`src/rtl/ucd_pkg.sv`:
```
`timescale 1ns / 1ps
// ----------------------------------------------------------------------------
// ucd_pkg: shared widths and constants
// Field widths, calendar constants and reciprocal factors for the
// millisecond-to-UTC date/time converter.
// ----------------------------------------------------------------------------
package ucd_pkg;

  // result field widths
  localparam int unsigned YEAR_W  = 14;
  localparam int unsigned MONTH_W = 4;
  localparam int unsigned DAY_W   = 5;
  localparam int unsigned HOUR_W  = 5;
  localparam int unsigned MIN_W   = 6;
  localparam int unsigned SEC_W   = 6;
  localparam int unsigned MSEC_W  = 10;

  // internal widths
  localparam int unsigned R400_W = 44;  // ms remainder inside a 400-year cycle
  localparam int unsigned HEAD_W = 43;  // 2^43 < ms per 400 years
  localparam int unsigned D400_W = 18;  // day inside a 400-year cycle
  localparam int unsigned MSD_W  = 27;  // ms of day
  localparam int unsigned SOD_W  = 17;  // second of day
  localparam int unsigned REM_W  = 12;  // second of hour
  localparam int unsigned N2_W   = 16;  // day inside a 100-year cycle
  localparam int unsigned N3_W   = 11;  // day inside a 4-year cycle
  localparam int unsigned Q4_W   = 5;
  localparam int unsigned DOY_W  = 9;

  // ms from 1601-01-01 to 1970-01-01, and per 400-year cycle / per day / per second
  localparam logic [R400_W-1:0] OFFSET_MS   = 44'd11644473600000;
  localparam logic [R400_W-1:0] MS_PER_400Y = 44'd12622780800000;
  localparam logic [MSD_W-1:0]  MS_PER_DAY  = 27'd86400000;
  localparam logic [MSD_W-1:0]  MS_PER_SEC  = 27'd1000;

  // day thresholds
  localparam logic [D400_W-1:0] DAYS_100Y = 18'd36524;
  localparam logic [D400_W-1:0] DAYS_200Y = 18'd73048;
  localparam logic [D400_W-1:0] DAYS_300Y = 18'd109572;
  localparam logic [N2_W-1:0]   DAYS_4Y   = 16'd1461;
  localparam logic [N3_W-1:0]   DAYS_1Y   = 11'd365;
  localparam logic [N3_W-1:0]   DAYS_2Y   = 11'd730;
  localparam logic [N3_W-1:0]   DAYS_3Y   = 11'd1095;
  localparam logic [SOD_W-1:0]  SEC_PER_HOUR = 17'd3600;
  localparam logic [REM_W-1:0]  SEC_PER_MIN  = 12'd60;

  // reciprocals: q = (n * RCP) >> SH, exact over the value ranges used
  localparam int unsigned       RCP_SEC_W  = 28;
  localparam logic [27:0]       RCP_SEC    = 28'd137438954;  // /1000, n < 86400000
  localparam int unsigned       SH_SEC     = 37;
  localparam int unsigned       RCP_4Y_W   = 17;
  localparam logic [16:0]       RCP_4Y     = 17'd91868;      // /1461, n <= 36525
  localparam int unsigned       SH_4Y      = 27;
  localparam int unsigned       RCP_HOUR_W = 16;
  localparam logic [15:0]       RCP_HOUR   = 16'd37283;      // /3600, n < 86400
  localparam int unsigned       SH_HOUR    = 27;
  localparam int unsigned       RCP_MIN_W  = 13;
  localparam logic [12:0]       RCP_MIN    = 13'd4370;       // /60, n < 3600
  localparam int unsigned       SH_MIN     = 18;

  localparam logic [YEAR_W-1:0] YEAR_BASE    = 14'd1601;
  localparam logic [YEAR_W-1:0] YEARS_400    = 14'd400;
  localparam logic [YEAR_W-1:0] YEARS_100    = 14'd100;
  localparam logic [Q4_W-1:0]   LAST_Q4      = 5'd24;

  // first day of each month, non-leap year
  localparam logic [DOY_W-1:0] MONTH_FIRST_DOY [12] = '{
    9'd0, 9'd31, 9'd59, 9'd90, 9'd120, 9'd151,
    9'd181, 9'd212, 9'd243, 9'd273, 9'd304, 9'd334
  };

endpackage

```
`src/rtl/ucd_stream_if.sv`:
```
`timescale 1ns / 1ps
// ----------------------------------------------------------------------------
// ucd_stream_if: valid/ready channels of the converter
// Input word carries the ms timestamp, output word the date and time.
// ----------------------------------------------------------------------------
interface ucd_in_if #(
  parameter int unsigned MILLIS_WIDTH = 48
) ();
  logic                    valid;
  logic                    ready;
  logic [MILLIS_WIDTH-1:0] epoch_millis;

  modport source (output valid, output epoch_millis, input ready);
  modport sink   (input valid, input epoch_millis, output ready);
endinterface

interface ucd_out_if import ucd_pkg::*; ();
  logic               valid;
  logic               ready;
  logic [YEAR_W-1:0]  cal_year;
  logic [MONTH_W-1:0] cal_month;
  logic [DAY_W-1:0]   cal_day;
  logic [HOUR_W-1:0]  clock_hour;
  logic [MIN_W-1:0]   clock_minute;
  logic [SEC_W-1:0]   clock_second;
  logic [MSEC_W-1:0]  clock_millis;

  modport source (
    output valid, output cal_year, output cal_month, output cal_day,
    output clock_hour, output clock_minute, output clock_second,
    output clock_millis, input ready
  );
  modport sink (
    input valid, input cal_year, input cal_month, input cal_day,
    input clock_hour, input clock_minute, input clock_second,
    input clock_millis, output ready
  );
endinterface

```
`src/rtl/ucd_div_pipe.sv`:
```
`timescale 1ns / 1ps
// ----------------------------------------------------------------------------
// ucd_div_pipe: pipelined restoring division by a constant
// Shifts the top STEPS bits of x through the remainder, one quotient bit per
// step, SPS steps per register stage. Low bits of x ride along and end up on
// top, with the quotient in the low STEPS bits.
// ----------------------------------------------------------------------------
module ucd_div_pipe #(
  parameter int unsigned R_W     = 27,
  parameter int unsigned X_W     = 24,
  parameter int unsigned STEPS   = 18,
  parameter logic [63:0] DIVISOR = 64'd86400000,
  parameter int unsigned SPS     = 2
) (
  input  logic           clk_i,
  input  logic           rst_ni,
  input  logic           in_valid_i,
  output logic           in_ready_o,
  input  logic [R_W-1:0] in_rem_i,   // must be below DIVISOR
  input  logic [X_W-1:0] in_x_i,
  output logic           out_valid_o,
  input  logic           out_ready_i,
  output logic [R_W-1:0] out_rem_o,
  output logic [X_W-1:0] out_x_o
);

  localparam int unsigned NREG    = (STEPS + SPS - 1) / SPS;
  localparam logic [R_W:0] DIV_EXT = (R_W + 1)'(DIVISOR);

  logic [NREG-1:0] vld_q;
  logic [NREG-1:0] vld_s;
  logic [NREG-1:0] adv;
  logic [R_W-1:0]  rem_q [NREG];
  logic [X_W-1:0]  x_q   [NREG];
  logic [R_W-1:0]  rem_s [NREG];
  logic [X_W-1:0]  x_s   [NREG];
  logic [R_W-1:0]  rem_d [NREG];
  logic [X_W-1:0]  x_d   [NREG];

  for (genvar g = 0; g < NREG; g++) begin : g_stage
    if (g == 0) begin : g_head
      assign rem_s[g] = in_rem_i;
      assign x_s[g]   = in_x_i;
      assign vld_s[g] = in_valid_i;
    end else begin : g_body
      assign rem_s[g] = rem_q[g-1];
      assign x_s[g]   = x_q[g-1];
      assign vld_s[g] = vld_q[g-1];
    end

    if (g == NREG - 1) begin : g_tail
      assign adv[g] = !vld_q[g] || out_ready_i;
    end else begin : g_mid
      assign adv[g] = !vld_q[g] || adv[g+1];
    end

    always_comb begin
      logic [R_W:0]   v;
      logic [R_W-1:0] r;
      logic [X_W-1:0] x;
      logic           qb;
      v  = '0;
      qb = 1'b0;
      r  = rem_s[g];
      x  = x_s[g];
      for (int unsigned k = 0; k < SPS; k++) begin
        if (g * SPS + k < STEPS) begin
          v  = {r, x[X_W-1]};
          qb = (v >= DIV_EXT);
          r  = qb ? R_W'(v - DIV_EXT) : v[R_W-1:0];
          x  = {x[X_W-2:0], qb};
        end
      end
      rem_d[g] = r;
      x_d[g]   = x;
    end

    always_ff @(posedge clk_i or negedge rst_ni) begin
      if (!rst_ni) begin
        vld_q[g] <= 1'b0;
      end else if (adv[g]) begin
        vld_q[g] <= vld_s[g];
      end
    end

    always_ff @(posedge clk_i) begin
      if (adv[g]) begin
        rem_q[g] <= rem_d[g];
        x_q[g]   <= x_d[g];
      end
    end
  end

  assign in_ready_o  = adv[0];
  assign out_valid_o = vld_q[NREG-1];
  assign out_rem_o   = rem_q[NREG-1];
  assign out_x_o     = x_q[NREG-1];

endmodule

```
`src/rtl/unix_ms_to_utc_datetime_top.sv`:
```
`timescale 1ns / 1ps
// Stages from input word to output word: one offset-add stage,
//   max(MILLIS_WIDTH,44) - 42 stages of the 400-year divider, nine of the day
//   divider, six calendar stages. Throughput: one word per cycle unless stalled;
//   every stage holds a valid bit and advances when the stage after it is empty
//   or moving, so a stall loses and repeats nothing.
// Reset clears the valid bits only; the datapath registers are not reset.
// ----------------------------------------------------------------------------
// unix_ms_to_utc_datetime_top: ms since 1970 to proleptic Gregorian UTC
// Offsets the timestamp to 1601-01-01, splits it into 400-year cycles and
// ms of day by long division, then resolves 100/4/1-year cycles, month and
// time of day with compares, a month-start table and reciprocal multiplies.
// ----------------------------------------------------------------------------
module unix_ms_to_utc_datetime_top import ucd_pkg::*; #(
  parameter int unsigned MILLIS_WIDTH = 48
) (
  input  logic      clk_i,
  input  logic      rst_ni,
  ucd_in_if.sink    ms_i,
  ucd_out_if.source dt_o
);

  // Offset timestamp width, and the 400-year quotient width that is left over
  // once the top HEAD_W bits (always below one cycle) seed the remainder.
  localparam int unsigned X1_W = ((MILLIS_WIDTH > R400_W) ? MILLIS_WIDTH : R400_W) + 1;
  localparam int unsigned Q_W  = X1_W - HEAD_W;
  localparam int unsigned X2_W = D400_W + Q_W;

  // --------------------------------------------------------------------------
  // Stage types
  // --------------------------------------------------------------------------
  typedef struct packed {
    logic [MSD_W-1:0]  msd;
    logic [SOD_W-1:0]  sec;
    logic [YEAR_W-1:0] q400;   // low bits of the 400-year count
    logic [1:0]        q100;
    logic [N2_W-1:0]   n2;
  } s1_t;

  typedef struct packed {
    logic [SOD_W-1:0]  sec;
    logic [MSEC_W-1:0] millis;
    logic [YEAR_W-1:0] q400;
    logic [1:0]        q100;
    logic [N2_W-1:0]   n2;
    logic [Q4_W-1:0]   q4;
  } s2_t;

  typedef struct packed {
    logic [SOD_W-1:0]  sec;
    logic [MSEC_W-1:0] millis;
    logic [HOUR_W-1:0] hour;
    logic [YEAR_W-1:0] q400;
    logic [1:0]        q100;
    logic [Q4_W-1:0]   q4;
    logic [N3_W-1:0]   n3;
  } s3_t;

  typedef struct packed {
    logic [MSEC_W-1:0] millis;
    logic [HOUR_W-1:0] hour;
    logic [REM_W-1:0]  soh;    // second of hour
    logic [YEAR_W-1:0] year;
    logic              leap;
    logic [DOY_W-1:0]  doy;    // day of year from 0
  } s4_t;

  typedef struct packed {
    logic [MSEC_W-1:0]  millis;
    logic [HOUR_W-1:0]  hour;
    logic [REM_W-1:0]   soh;
    logic [MIN_W-1:0]   minute;
    logic [YEAR_W-1:0]  year;
    logic [MONTH_W-1:0] month;
    logic [DAY_W-1:0]   day;
  } s5_t;

  typedef struct packed {
    logic [YEAR_W-1:0]  year;
    logic [MONTH_W-1:0] month;
    logic [DAY_W-1:0]   day;
    logic [HOUR_W-1:0]  hour;
    logic [MIN_W-1:0]   minute;
    logic [SEC_W-1:0]   second;
    logic [MSEC_W-1:0]  millis;
  } s6_t;

  // --------------------------------------------------------------------------
  // Stage 0: move the epoch to 1601-01-01 (start of a 400-year cycle)
  // --------------------------------------------------------------------------
  logic            s0_vld_q;
  logic            s0_adv;
  logic [X1_W-1:0] s0_x_q;
  logic            d1_in_ready;

  assign s0_adv   = !s0_vld_q || d1_in_ready;
  assign ms_i.ready = s0_adv;

  always_ff @(posedge clk_i or negedge rst_ni) begin
    if (!rst_ni) begin
      s0_vld_q <= 1'b0;
    end else if (s0_adv) begin
      s0_vld_q <= ms_i.valid;
    end
  end

  always_ff @(posedge clk_i) begin
    if (s0_adv) begin
      s0_x_q <= X1_W'(MILLIS_WIDTH'(ms_i.epoch_millis)) + X1_W'(OFFSET_MS);
    end
  end

  // --------------------------------------------------------------------------
  // Divider 1: offset ms / ms per 400 years -> 400-year count, ms remainder
  // --------------------------------------------------------------------------
  logic              d1_out_valid;
  logic              d2_in_ready;
  logic [R400_W-1:0] d1_rem;
  logic [Q_W-1:0]    d1_x;

  ucd_div_pipe #(
    .R_W     (R400_W),
    .X_W     (Q_W),
    .STEPS   (Q_W),
    .DIVISOR (64'(MS_PER_400Y)),
    .SPS     (1)
  ) u_div_400y (
    .clk_i       (clk_i),
    .rst_ni      (rst_ni),
    .in_valid_i  (s0_vld_q),
    .in_ready_o  (d1_in_ready),
    .in_rem_i    (R400_W'(s0_x_q[X1_W-1 -: HEAD_W])),
    .in_x_i      (s0_x_q[Q_W-1:0]),
    .out_valid_o (d1_out_valid),
    .out_ready_i (d2_in_ready),
    .out_rem_o   (d1_rem),
    .out_x_o     (d1_x)
  );

  // --------------------------------------------------------------------------
  // Divider 2: ms in cycle / ms per day -> day in cycle, ms of day.
  // The top bits of the remainder are below one day and seed the partial
  // remainder; the 400-year count rides along in the low bits.
  // --------------------------------------------------------------------------
  logic             d2_out_valid;
  logic             s1_adv;
  logic [MSD_W-1:0] d2_msd;
  logic [X2_W-1:0]  d2_x;

  ucd_div_pipe #(
    .R_W     (MSD_W),
    .X_W     (X2_W),
    .STEPS   (D400_W),
    .DIVISOR (64'(MS_PER_DAY)),
    .SPS     (2)
  ) u_div_day (
    .clk_i       (clk_i),
    .rst_ni      (rst_ni),
    .in_valid_i  (d1_out_valid),
    .in_ready_o  (d2_in_ready),
    .in_rem_i    (MSD_W'(d1_rem[R400_W-1:D400_W])),
    .in_x_i      ({d1_rem[D400_W-1:0], d1_x}),
    .out_valid_o (d2_out_valid),
    .out_ready_i (s1_adv),
    .out_rem_o   (d2_msd),
    .out_x_o     (d2_x)
  );

  // --------------------------------------------------------------------------
  // Calendar stages: valid bits and advance chain
  // --------------------------------------------------------------------------
  logic [5:0] pv_q;
  logic [5:0] padv;

  assign padv[5] = !pv_q[5] || dt_o.ready;
  assign padv[4] = !pv_q[4] || padv[5];
  assign padv[3] = !pv_q[3] || padv[4];
  assign padv[2] = !pv_q[2] || padv[3];
  assign padv[1] = !pv_q[1] || padv[2];
  assign padv[0] = !pv_q[0] || padv[1];
  assign s1_adv  = padv[0];

  always_ff @(posedge clk_i or negedge rst_ni) begin
    if (!rst_ni) begin
      pv_q <= '0;
    end else begin
      if (padv[0]) pv_q[0] <= d2_out_valid;
      if (padv[1]) pv_q[1] <= pv_q[0];
      if (padv[2]) pv_q[2] <= pv_q[1];
      if (padv[3]) pv_q[3] <= pv_q[2];
      if (padv[4]) pv_q[4] <= pv_q[3];
      if (padv[5]) pv_q[5] <= pv_q[4];
    end
  end

  s1_t s1_d, s1_q;
  s2_t s2_d, s2_q;
  s3_t s3_d, s3_q;
  s4_t s4_d, s4_q;
  s5_t s5_d, s5_q;
  s6_t s6_d, s6_q;

  // S1: second of day; 100-year cycle, clamped so the cycle's last day stays
  // in the fourth century.
  always_comb begin
    logic [MSD_W+RCP_SEC_W-1:0] p;
    logic [D400_W-1:0]          d400;
    d400     = d2_x[D400_W-1:0];
    p        = (MSD_W + RCP_SEC_W)'(d2_msd) * (MSD_W + RCP_SEC_W)'(RCP_SEC);
    s1_d.msd  = d2_msd;
    s1_d.sec  = p[SH_SEC +: SOD_W];
    s1_d.q400 = YEAR_W'(d2_x[X2_W-1:D400_W]);
    if (d400 >= DAYS_300Y) begin
      s1_d.q100 = 2'd3;
      s1_d.n2   = N2_W'(d400 - DAYS_300Y);
    end else if (d400 >= DAYS_200Y) begin
      s1_d.q100 = 2'd2;
      s1_d.n2   = N2_W'(d400 - DAYS_200Y);
    end else if (d400 >= DAYS_100Y) begin
      s1_d.q100 = 2'd1;
      s1_d.n2   = N2_W'(d400 - DAYS_100Y);
    end else begin
      s1_d.q100 = 2'd0;
      s1_d.n2   = N2_W'(d400);
    end
  end

  // S2: millisecond of second; 4-year cycle count
  always_comb begin
    logic [N2_W+RCP_4Y_W-1:0] p;
    p           = (N2_W + RCP_4Y_W)'(s1_q.n2) * (N2_W + RCP_4Y_W)'(RCP_4Y);
    s2_d.sec    = s1_q.sec;
    s2_d.millis = MSEC_W'(s1_q.msd - MSD_W'(MSD_W'(s1_q.sec) * MS_PER_SEC));
    s2_d.q400   = s1_q.q400;
    s2_d.q100   = s1_q.q100;
    s2_d.n2     = s1_q.n2;
    s2_d.q4     = p[SH_4Y +: Q4_W];
  end

  // S3: hour; day inside the 4-year cycle
  always_comb begin
    logic [SOD_W+RCP_HOUR_W-1:0] p;
    p           = (SOD_W + RCP_HOUR_W)'(s2_q.sec) * (SOD_W + RCP_HOUR_W)'(RCP_HOUR);
    s3_d.sec    = s2_q.sec;
    s3_d.millis = s2_q.millis;
    s3_d.hour   = p[SH_HOUR +: HOUR_W];
    s3_d.q400   = s2_q.q400;
    s3_d.q100   = s2_q.q100;
    s3_d.q4     = s2_q.q4;
    s3_d.n3     = N3_W'(s2_q.n2 - N2_W'(N2_W'(s2_q.q4) * DAYS_4Y));
  end

  // S4: second of hour; year inside the 4-year cycle (clamped), day of year,
  // leap flag and year number. A leap year is the last of a 4-year cycle,
  // except the last 4-year cycle of a century that is not the fourth.
  always_comb begin
    logic [1:0] q1;
    s4_d.millis = s3_q.millis;
    s4_d.hour   = s3_q.hour;
    s4_d.soh    = REM_W'(s3_q.sec - SOD_W'(SOD_W'(s3_q.hour) * SEC_PER_HOUR));
    if (s3_q.n3 >= DAYS_3Y) begin
      q1       = 2'd3;
      s4_d.doy = DOY_W'(s3_q.n3 - DAYS_3Y);
    end else if (s3_q.n3 >= DAYS_2Y) begin
      q1       = 2'd2;
      s4_d.doy = DOY_W'(s3_q.n3 - DAYS_2Y);
    end else if (s3_q.n3 >= DAYS_1Y) begin
      q1       = 2'd1;
      s4_d.doy = DOY_W'(s3_q.n3 - DAYS_1Y);
    end else begin
      q1       = 2'd0;
      s4_d.doy = DOY_W'(s3_q.n3);
    end
    s4_d.leap = (q1 == 2'd3) && ((s3_q.q4 != LAST_Q4) || (s3_q.q100 == 2'd3));
    // year wraps to the field width, as the field does
    s4_d.year = YEAR_BASE + s3_q.q400 * YEARS_400 + YEAR_W'(s3_q.q100) * YEARS_100
              + YEAR_W'({s3_q.q4, 2'b00}) + YEAR_W'(q1);
  end

  // S5: minute; month and day from the month-start table
  always_comb begin
    logic [REM_W+RCP_MIN_W-1:0] p;
    logic [DOY_W-1:0]           start;
    logic [DOY_W-1:0]           s;
    p           = (REM_W + RCP_MIN_W)'(s4_q.soh) * (REM_W + RCP_MIN_W)'(RCP_MIN);
    s5_d.millis = s4_q.millis;
    s5_d.hour   = s4_q.hour;
    s5_d.soh    = s4_q.soh;
    s5_d.minute = p[SH_MIN +: MIN_W];
    s5_d.year   = s4_q.year;
    s5_d.month  = MONTH_W'(1);
    start       = '0;
    for (int m = 0; m < 12; m++) begin
      s = MONTH_FIRST_DOY[m] + DOY_W'(s4_q.leap && (m >= 2));
      if (s4_q.doy >= s) begin
        s5_d.month = MONTH_W'(m + 1);
        start      = s;
      end
    end
    s5_d.day = DAY_W'(s4_q.doy - start + DOY_W'(1));
  end

  // S6: second of minute; output word
  always_comb begin
    s6_d.year   = s5_q.year;
    s6_d.month  = s5_q.month;
    s6_d.day    = s5_q.day;
    s6_d.hour   = s5_q.hour;
    s6_d.minute = s5_q.minute;
    s6_d.second = SEC_W'(s5_q.soh - REM_W'(REM_W'(s5_q.minute) * SEC_PER_MIN));
    s6_d.millis = s5_q.millis;
  end

  always_ff @(posedge clk_i) begin
    if (padv[0]) s1_q <= s1_d;
    if (padv[1]) s2_q <= s2_d;
    if (padv[2]) s3_q <= s3_d;
    if (padv[3]) s4_q <= s4_d;
    if (padv[4]) s5_q <= s5_d;
    if (padv[5]) s6_q <= s6_d;
  end

  // --------------------------------------------------------------------------
  // Output word
  // --------------------------------------------------------------------------
  assign dt_o.valid        = pv_q[5];
  assign dt_o.cal_year     = s6_q.year;
  assign dt_o.cal_month    = s6_q.month;
  assign dt_o.cal_day      = s6_q.day;
  assign dt_o.clock_hour   = s6_q.hour;
  assign dt_o.clock_minute = s6_q.minute;
  assign dt_o.clock_second = s6_q.second;
  assign dt_o.clock_millis = s6_q.millis;

endmodule

```
`src/flat_wrapper.sv`:
```
// flat-port wrapper written by rule: the top's interface ports become plain ports
module unix_ms_to_utc_datetime_top_flat import ucd_pkg::*;
#(
  parameter int unsigned MILLIS_WIDTH = 48
)
  (clk_i, rst_ni, ms_i_valid, ms_i_epoch_millis, ms_i_ready, dt_o_valid, dt_o_cal_year, dt_o_cal_month, dt_o_cal_day, dt_o_clock_hour, dt_o_clock_minute, dt_o_clock_second, dt_o_clock_millis, dt_o_ready);
  ucd_in_if #(.MILLIS_WIDTH(MILLIS_WIDTH)) ms_i_i ();
  ucd_out_if dt_o_i ();
  input  logic clk_i;
  input  logic rst_ni;
  input wire logic [$bits(ms_i_i.valid)-1:0] ms_i_valid;
  input wire logic [$bits(ms_i_i.epoch_millis)-1:0] ms_i_epoch_millis;
  output wire logic [$bits(ms_i_i.ready)-1:0] ms_i_ready;
  output wire logic [$bits(dt_o_i.valid)-1:0] dt_o_valid;
  output wire logic [$bits(dt_o_i.cal_year)-1:0] dt_o_cal_year;
  output wire logic [$bits(dt_o_i.cal_month)-1:0] dt_o_cal_month;
  output wire logic [$bits(dt_o_i.cal_day)-1:0] dt_o_cal_day;
  output wire logic [$bits(dt_o_i.clock_hour)-1:0] dt_o_clock_hour;
  output wire logic [$bits(dt_o_i.clock_minute)-1:0] dt_o_clock_minute;
  output wire logic [$bits(dt_o_i.clock_second)-1:0] dt_o_clock_second;
  output wire logic [$bits(dt_o_i.clock_millis)-1:0] dt_o_clock_millis;
  input wire logic [$bits(dt_o_i.ready)-1:0] dt_o_ready;
  assign ms_i_i.valid = ms_i_valid;
  assign ms_i_i.epoch_millis = ms_i_epoch_millis;
  assign ms_i_ready = ms_i_i.ready;
  assign dt_o_valid = dt_o_i.valid;
  assign dt_o_cal_year = dt_o_i.cal_year;
  assign dt_o_cal_month = dt_o_i.cal_month;
  assign dt_o_cal_day = dt_o_i.cal_day;
  assign dt_o_clock_hour = dt_o_i.clock_hour;
  assign dt_o_clock_minute = dt_o_i.clock_minute;
  assign dt_o_clock_second = dt_o_i.clock_second;
  assign dt_o_clock_millis = dt_o_i.clock_millis;
  assign dt_o_i.ready = dt_o_ready;
  unix_ms_to_utc_datetime_top #(.MILLIS_WIDTH(MILLIS_WIDTH)) u_core (.clk_i(clk_i), .rst_ni(rst_ni), .ms_i(ms_i_i), .dt_o(dt_o_i));
endmodule
```
`config.mk`:
```
export PLATFORM = sky130hd
export DESIGN_NAME = unix_ms_to_utc_datetime_top_flat
export DESIGN_NICKNAME = d
export VERILOG_FILES = /design/src/rtl/ucd_pkg.sv /design/src/rtl/ucd_stream_if.sv /design/src/rtl/ucd_div_pipe.sv /design/src/rtl/unix_ms_to_utc_datetime_top.sv /design/src/flat_wrapper.sv
export SDC_FILE = /design/constraint.sdc
export NUM_CORES = 2
export LEC_CHECK = 0
export ABC_AREA = 1
export BUFFER_PORTS_ARGS = -buffer_cell sky130_fd_sc_hd__buf_2
export CAP_MARGIN = 30
export CORE_MARGIN = 4
export CORE_UTILIZATION = 30
export DETAILED_ROUTE_END_ITERATION = 10
export REMOVE_ABC_BUFFERS = 1
export SYNTH_ARGS = -nofsm -noshare
export SYNTH_HDL_FRONTEND = slang
export SYNTH_SLANG_ARGS = --single-unit
```
`constraint.sdc`:
```
create_clock -name clk_i -period 14.7 [get_ports clk_i]
set_clock_uncertainty 0.05 [all_clocks]
set_input_delay 1.47 -clock clk_i [delete_from_list [all_inputs] [get_ports clk_i]]
set_output_delay 1.47 -clock clk_i [all_outputs]
set_load 0.02 [all_outputs]
```
==> summary.md <==
| Metric | Value |
|---|---|
| CTS buffer count | 112 |
| Area growth syn-to-layout | 10.7% |
| Yosys reg bits | 1134 |
| Post-layout min period | roughly 7.8 ns |
| Initial antenna violation count | 4 |
| Chip Height | around 540 um |
| Dpl cells | about 13000 |
| Initial core utilization | approximately 30% |
| CP cell instances | buf_2 -> inv_1 -> nand3_2 -> nor2_1 -> nand4_1 -> buf_4 -> nor2_1 -> nand4_1 -> buf_4 -> nor2_1 -> nand4_1 -> buf_4 -> nor2_1 -> nand4_1 -> buf_4 -> nor2_1 -> nand4_1 -> buf_4 -> buf_2 |
| # clock sinks | 1134 |
| CP peak stage delay | roughly 0.65 ns |
| Post-CTS Resized | 0 |
| Max_slew headroom | 40.6% |
| Worst Setup Slack, final | 6.86 ns |
| Slew Viols, Final | 0 |
| Layout Cells excl Fill | between 10000 and 15000 |
| Yosys warns | 0 |
| Post-Syn Area | between 80000 and 90000 um^2 |
| Status | complete, no violations |
| CP arrival | 6.32 ns |
| Adder-cell share of the synthesized area | between 20% and 30% |
| Async SR Flop Fraction | under 10% |
| Ys flop type | edfxtp_1 |
| Mapped Cells | a little over 9000 |
| Crit end category | primary output |
| Setup-failing EPs final | 0 |
| Row cnt | between 150 and 200 |
| # fillers | ~28000 |
| Pre-antenna DRT Iters | 7 |
| Top Family by Delay on Critical Path | buffers and inverters |
| CP Launch Type | primary input |
| Share of cells above drive strength 1 | under 10% |
| Number of I/O pins | around 100 |
| Gpl congestion | 0.906 |
| Post-DP HPWL | between 100000 and 150000 um |
| CP Max Fanout | 53 |
| Port bufs | ~100 |
| Post-DR wirelength/cell | around 14 um |
| Vias in the first global route | around 58000 |
| FF-to-FF Start | u_core.u_div_day.rem_q[0][241] |
| RSZ-0062 raised after global routing | no |
| Largest family of logic cells by synthesized area | adder cells |
| DRT antenna net count | 0 |
| CTS max path bufs | 3 |
| Fraction of the cycle the final worst path needs | 53.4% |
| Worst-Skew Late Latency | between 0.7 and 0.8 ns |
| CP max stage cell | buf_4 |
| Post-route cell area | 92500 um^2 |
| Post-synthesis sequential area ratio | 40.6% |
| Worst Path Required | between 10 and 15 ns |
| DR iter-0 viols | ~3800 |
| Slew @ Worst Pin | 0.891 ns |
| Die footprint | about 290000 um^2 |
| Synth Area in XOR/XNOR | around 5.2% |
| DIE WIDTH | ~540 um |
| WP buf/inv | 8 |
| MaxCap Viol Count | 0 |
| Setup bufs post-CTS | 0 |
| CTS root buffer | clkbuf_16 |
| F_max | ~130 MHz |
| Syn Area/Cell | 9.22 um^2 |
| CTS H-tree depth | 3 |
| EDFF count, synth | 1112 |
| Simple-gate share of the synthesized area | between 10% and 20% |
| DRC | 0 |
| Dpl ws | between 6 and 7 ns |
| DR vias/cell | around 4.6 |
| Placed Area | between 80000 and 90000 um^2 |
| WL final | roughly 180000 um |
| Netlist cell types | between 60 and 70 |
| Core Area | approximately 280000 um^2 |
| Total vias in the final route | about 59000 |
| Final hold vios | 0 |
| TritonCTS clock tree | yes |
| Compound-Gate Fraction of Synth Area | ~5.2% |
| CTS Hold Bufs | 0 |
| Worst-path clk slew | ~0.06 ns |
| Total gr overflow | 0 |
| Hold Startpoint | u_core.s5_q[20] |
| First-pass GRT wire length | slightly below 300000 um |
| Nets | about 10000 |
| Crit. Startpoint | dt_o_ready |
| Crit Path Category | in2out |
| Total GRT Usage | between 10% and 20% |
| Pin count of the biggest net entering global routing | between 50 and 60 |
| Fin util | ~33% |
| Post-synthesis mux area share | less than 1% |
| Worst Hold Class | reg2reg |
==> cells in the mapped netlist (5+ instances only) <==
| master | instances | share of area, % |
|---|---|---|
| o21a_1 | 14 | 0.13 |
| nand3_2 | 12 | 0.14 |
| a21boi_0 | 9 | 0.081 |
| and3_1 | 6 | 0.045 |
| inv_2 | 34 | 0.15 |
| o21ai_0 | 268 | 1.6 |
| a221oi_1 | 10 | 0.10 |
| nor2_2 | 30 | 0.22 |
| dfrtp_1 | 22 | 0.66 |
| nand3_4 | 11 | 0.23 |
| o22ai_1 | 6 | 0.045 |
| nor2_1 | 608 | 2.7 |
| nor4_1 | 45 | 0.34 |
| a211oi_1 | 6 | 0.054 |
| xnor2_1 | 98 | 1.0 |
| clkbuf_1 | 28 | 0.13 |
| a31oi_1 | 25 | 0.19 |
| buf_6 | 14 | 0.19 |
| or2_2 | 7 | 0.052 |
| o31ai_1 | 6 | 0.054 |
| o211ai_1 | 16 | 0.14 |
| ha_1 | 775 | 12 |
| nand2_2 | 33 | 0.25 |
| buf_2 | 36 | 0.22 |
| fa_1 | 410 | 9.8 |
| nand3b_1 | 21 | 0.19 |
| nand2_1 | 2114 | 9.5 |
| nand2_4 | 5 | 0.067 |
| buf_4 | 18 | 0.16 |
| edfxtp_1 | 1112 | 40 |
| nand3_1 | 481 | 2.9 |
| a22oi_1 | 5 | 0.045 |
| nor3_1 | 109 | 0.65 |
| o21ai_2 | 14 | 0.15 |
| inv_1 | 1581 | 7.1 |
| o21ai_1 | 44 | 0.26 |
| o2111ai_1 | 6 | 0.063 |
| xor2_1 | 390 | 4.1 |
| o21bai_1 | 25 | 0.22 |
| nand4_1 | 260 | 1.9 |
| a21o_1 | 12 | 0.11 |
| o221ai_1 | 5 | 0.052 |
| nor2_4 | 11 | 0.15 |
| a21oi_1 | 279 | 1.7 |
==> per-stage QoR <==
| stage | TNS (ns) | hold WS [ns] |
|---|---|---|
| floorplan | -0.276 | 0.350 |
| global placement | 0 | 0.351 |
| CTS | 0 | 0.353 |
| global route | 0 | 0.366 |
| finish | 0 | 0.356 |
| detailed placement | 0 | 0.355 |
==> kinds of logic (layout without fill, tap and decap cells) <==
| family | Yosys count | after routing |
|---|---|---|
| AO/OA/AOI/OAI | 771 | 771 |
| XOR/XNOR | 490 | 490 |
| adder cells (fa/ha/maj) | 1185 | 1185 |
| buffers and inverters | 1714 | 1960 |
| flip-flops | 1134 | 1134 |
| multiplexers | 3 | 3 |
| other | 0 | 1 |
| AND/OR/NAND/NOR | 3770 | 3770 |
==> layer usage <==
layer,track usage (%),vias to the layer above,share of wire [%]
li1,-,30200,-
met1,16.2,27800,44
met2,22.0,1058,49
met3,1.50,263,3.9
met4,3.58,0,2.8
met5,0,-,0
==> worst reg2reg max path: cells and delay by family, from the launching register on <==
kind	cells	cell delay [ns]
and+or+nand+nor	4	0.24
xor gates and xnor gates	1	0.15
adders and majority gates	8	3.68
buffers and inverters	4	0.26
DFF	1	0.69
AOI/OAI and AO/OA	5	1.04
==> final cells by class <==
type                       count  area (um^2)  area share [%]
timing repair buffer         132          866           0.936
multi-input combinational   6219        43000            46.5
antenna                        1         2.50         0.00270
tap                         3705         4640            5.01
clock inverter                74          981            1.06
inverter                    1617         6070            6.56
clock buffer                 137         3020            3.26
sequential                  1134        33900            36.7
==> worst paths after layout <==
check,end,slack [ns],cells past startpoint
max in group asynchronous,u_core.s0_vld_q,13.23,1
min in group asynchronous,u_core.pv_q[5],0.77,1
worst min-delay path,u_core.dt_o.cal_year[11],0.36,0
worst max-delay path,ms_i_ready,6.86,19
worst min register to register,u_core.dt_o.cal_year[11],0.36,0
worst max register to register,u_core.s1_q[45],8.34,22
==> registers in the layout, indices dropped and copies added (netlist names), 6 cells and up <==
signal                    cells
u_core.pv_q                   6
u_core.s1_q                  51
u_core.dt_o.clock_millis     10
u_core.s4_q                  51
u_core.u_div_day.rem_q      243
u_core.u_div_day.x_q        216
u_core.s5_q                  50
u_core.s2_q                  51
u_core.u_div_day.vld_q        8
u_core.s3_q                  51
u_core.u_div_400y.rem_q     264
u_core.dt_o.clock_minute      6
u_core.dt_o.clock_second      6
u_core.dt_o.cal_year         14
u_core.s0_x_q                49
u_core.u_div_400y.x_q        36
==> cells in the final DEF, fill, tap and decap left out, types with 21 or more instances in the layout <==
| cell | instances |
|---|---|
| edfxtp_1 | 1112 |
| dfrtp_1 | 22 |
| inv_2 | 43 |
| buf_2 | 103 |
| nand3_1 | 479 |
| nand4_1 | 260 |
| xnor2_1 | 98 |
| clkbuf_16 | 115 |
| inv_1 | 1572 |
| fa_1 | 410 |
| a21oi_1 | 279 |
| nand3b_1 | 21 |
| xor2_1 | 390 |
| nand2_2 | 39 |
| nor3_1 | 109 |
| nor2_2 | 30 |
| nor4_1 | 45 |
| a31oi_1 | 25 |
| o21ai_1 | 44 |
| nor2_1 | 608 |
| nand2_1 | 2108 |
| o21ai_0 | 268 |
| ha_1 | 775 |
| o21bai_1 | 25 |
Power is not shown: default switching activity piles up to over one toggle a cycle in this logic, so the estimate is an artifact.
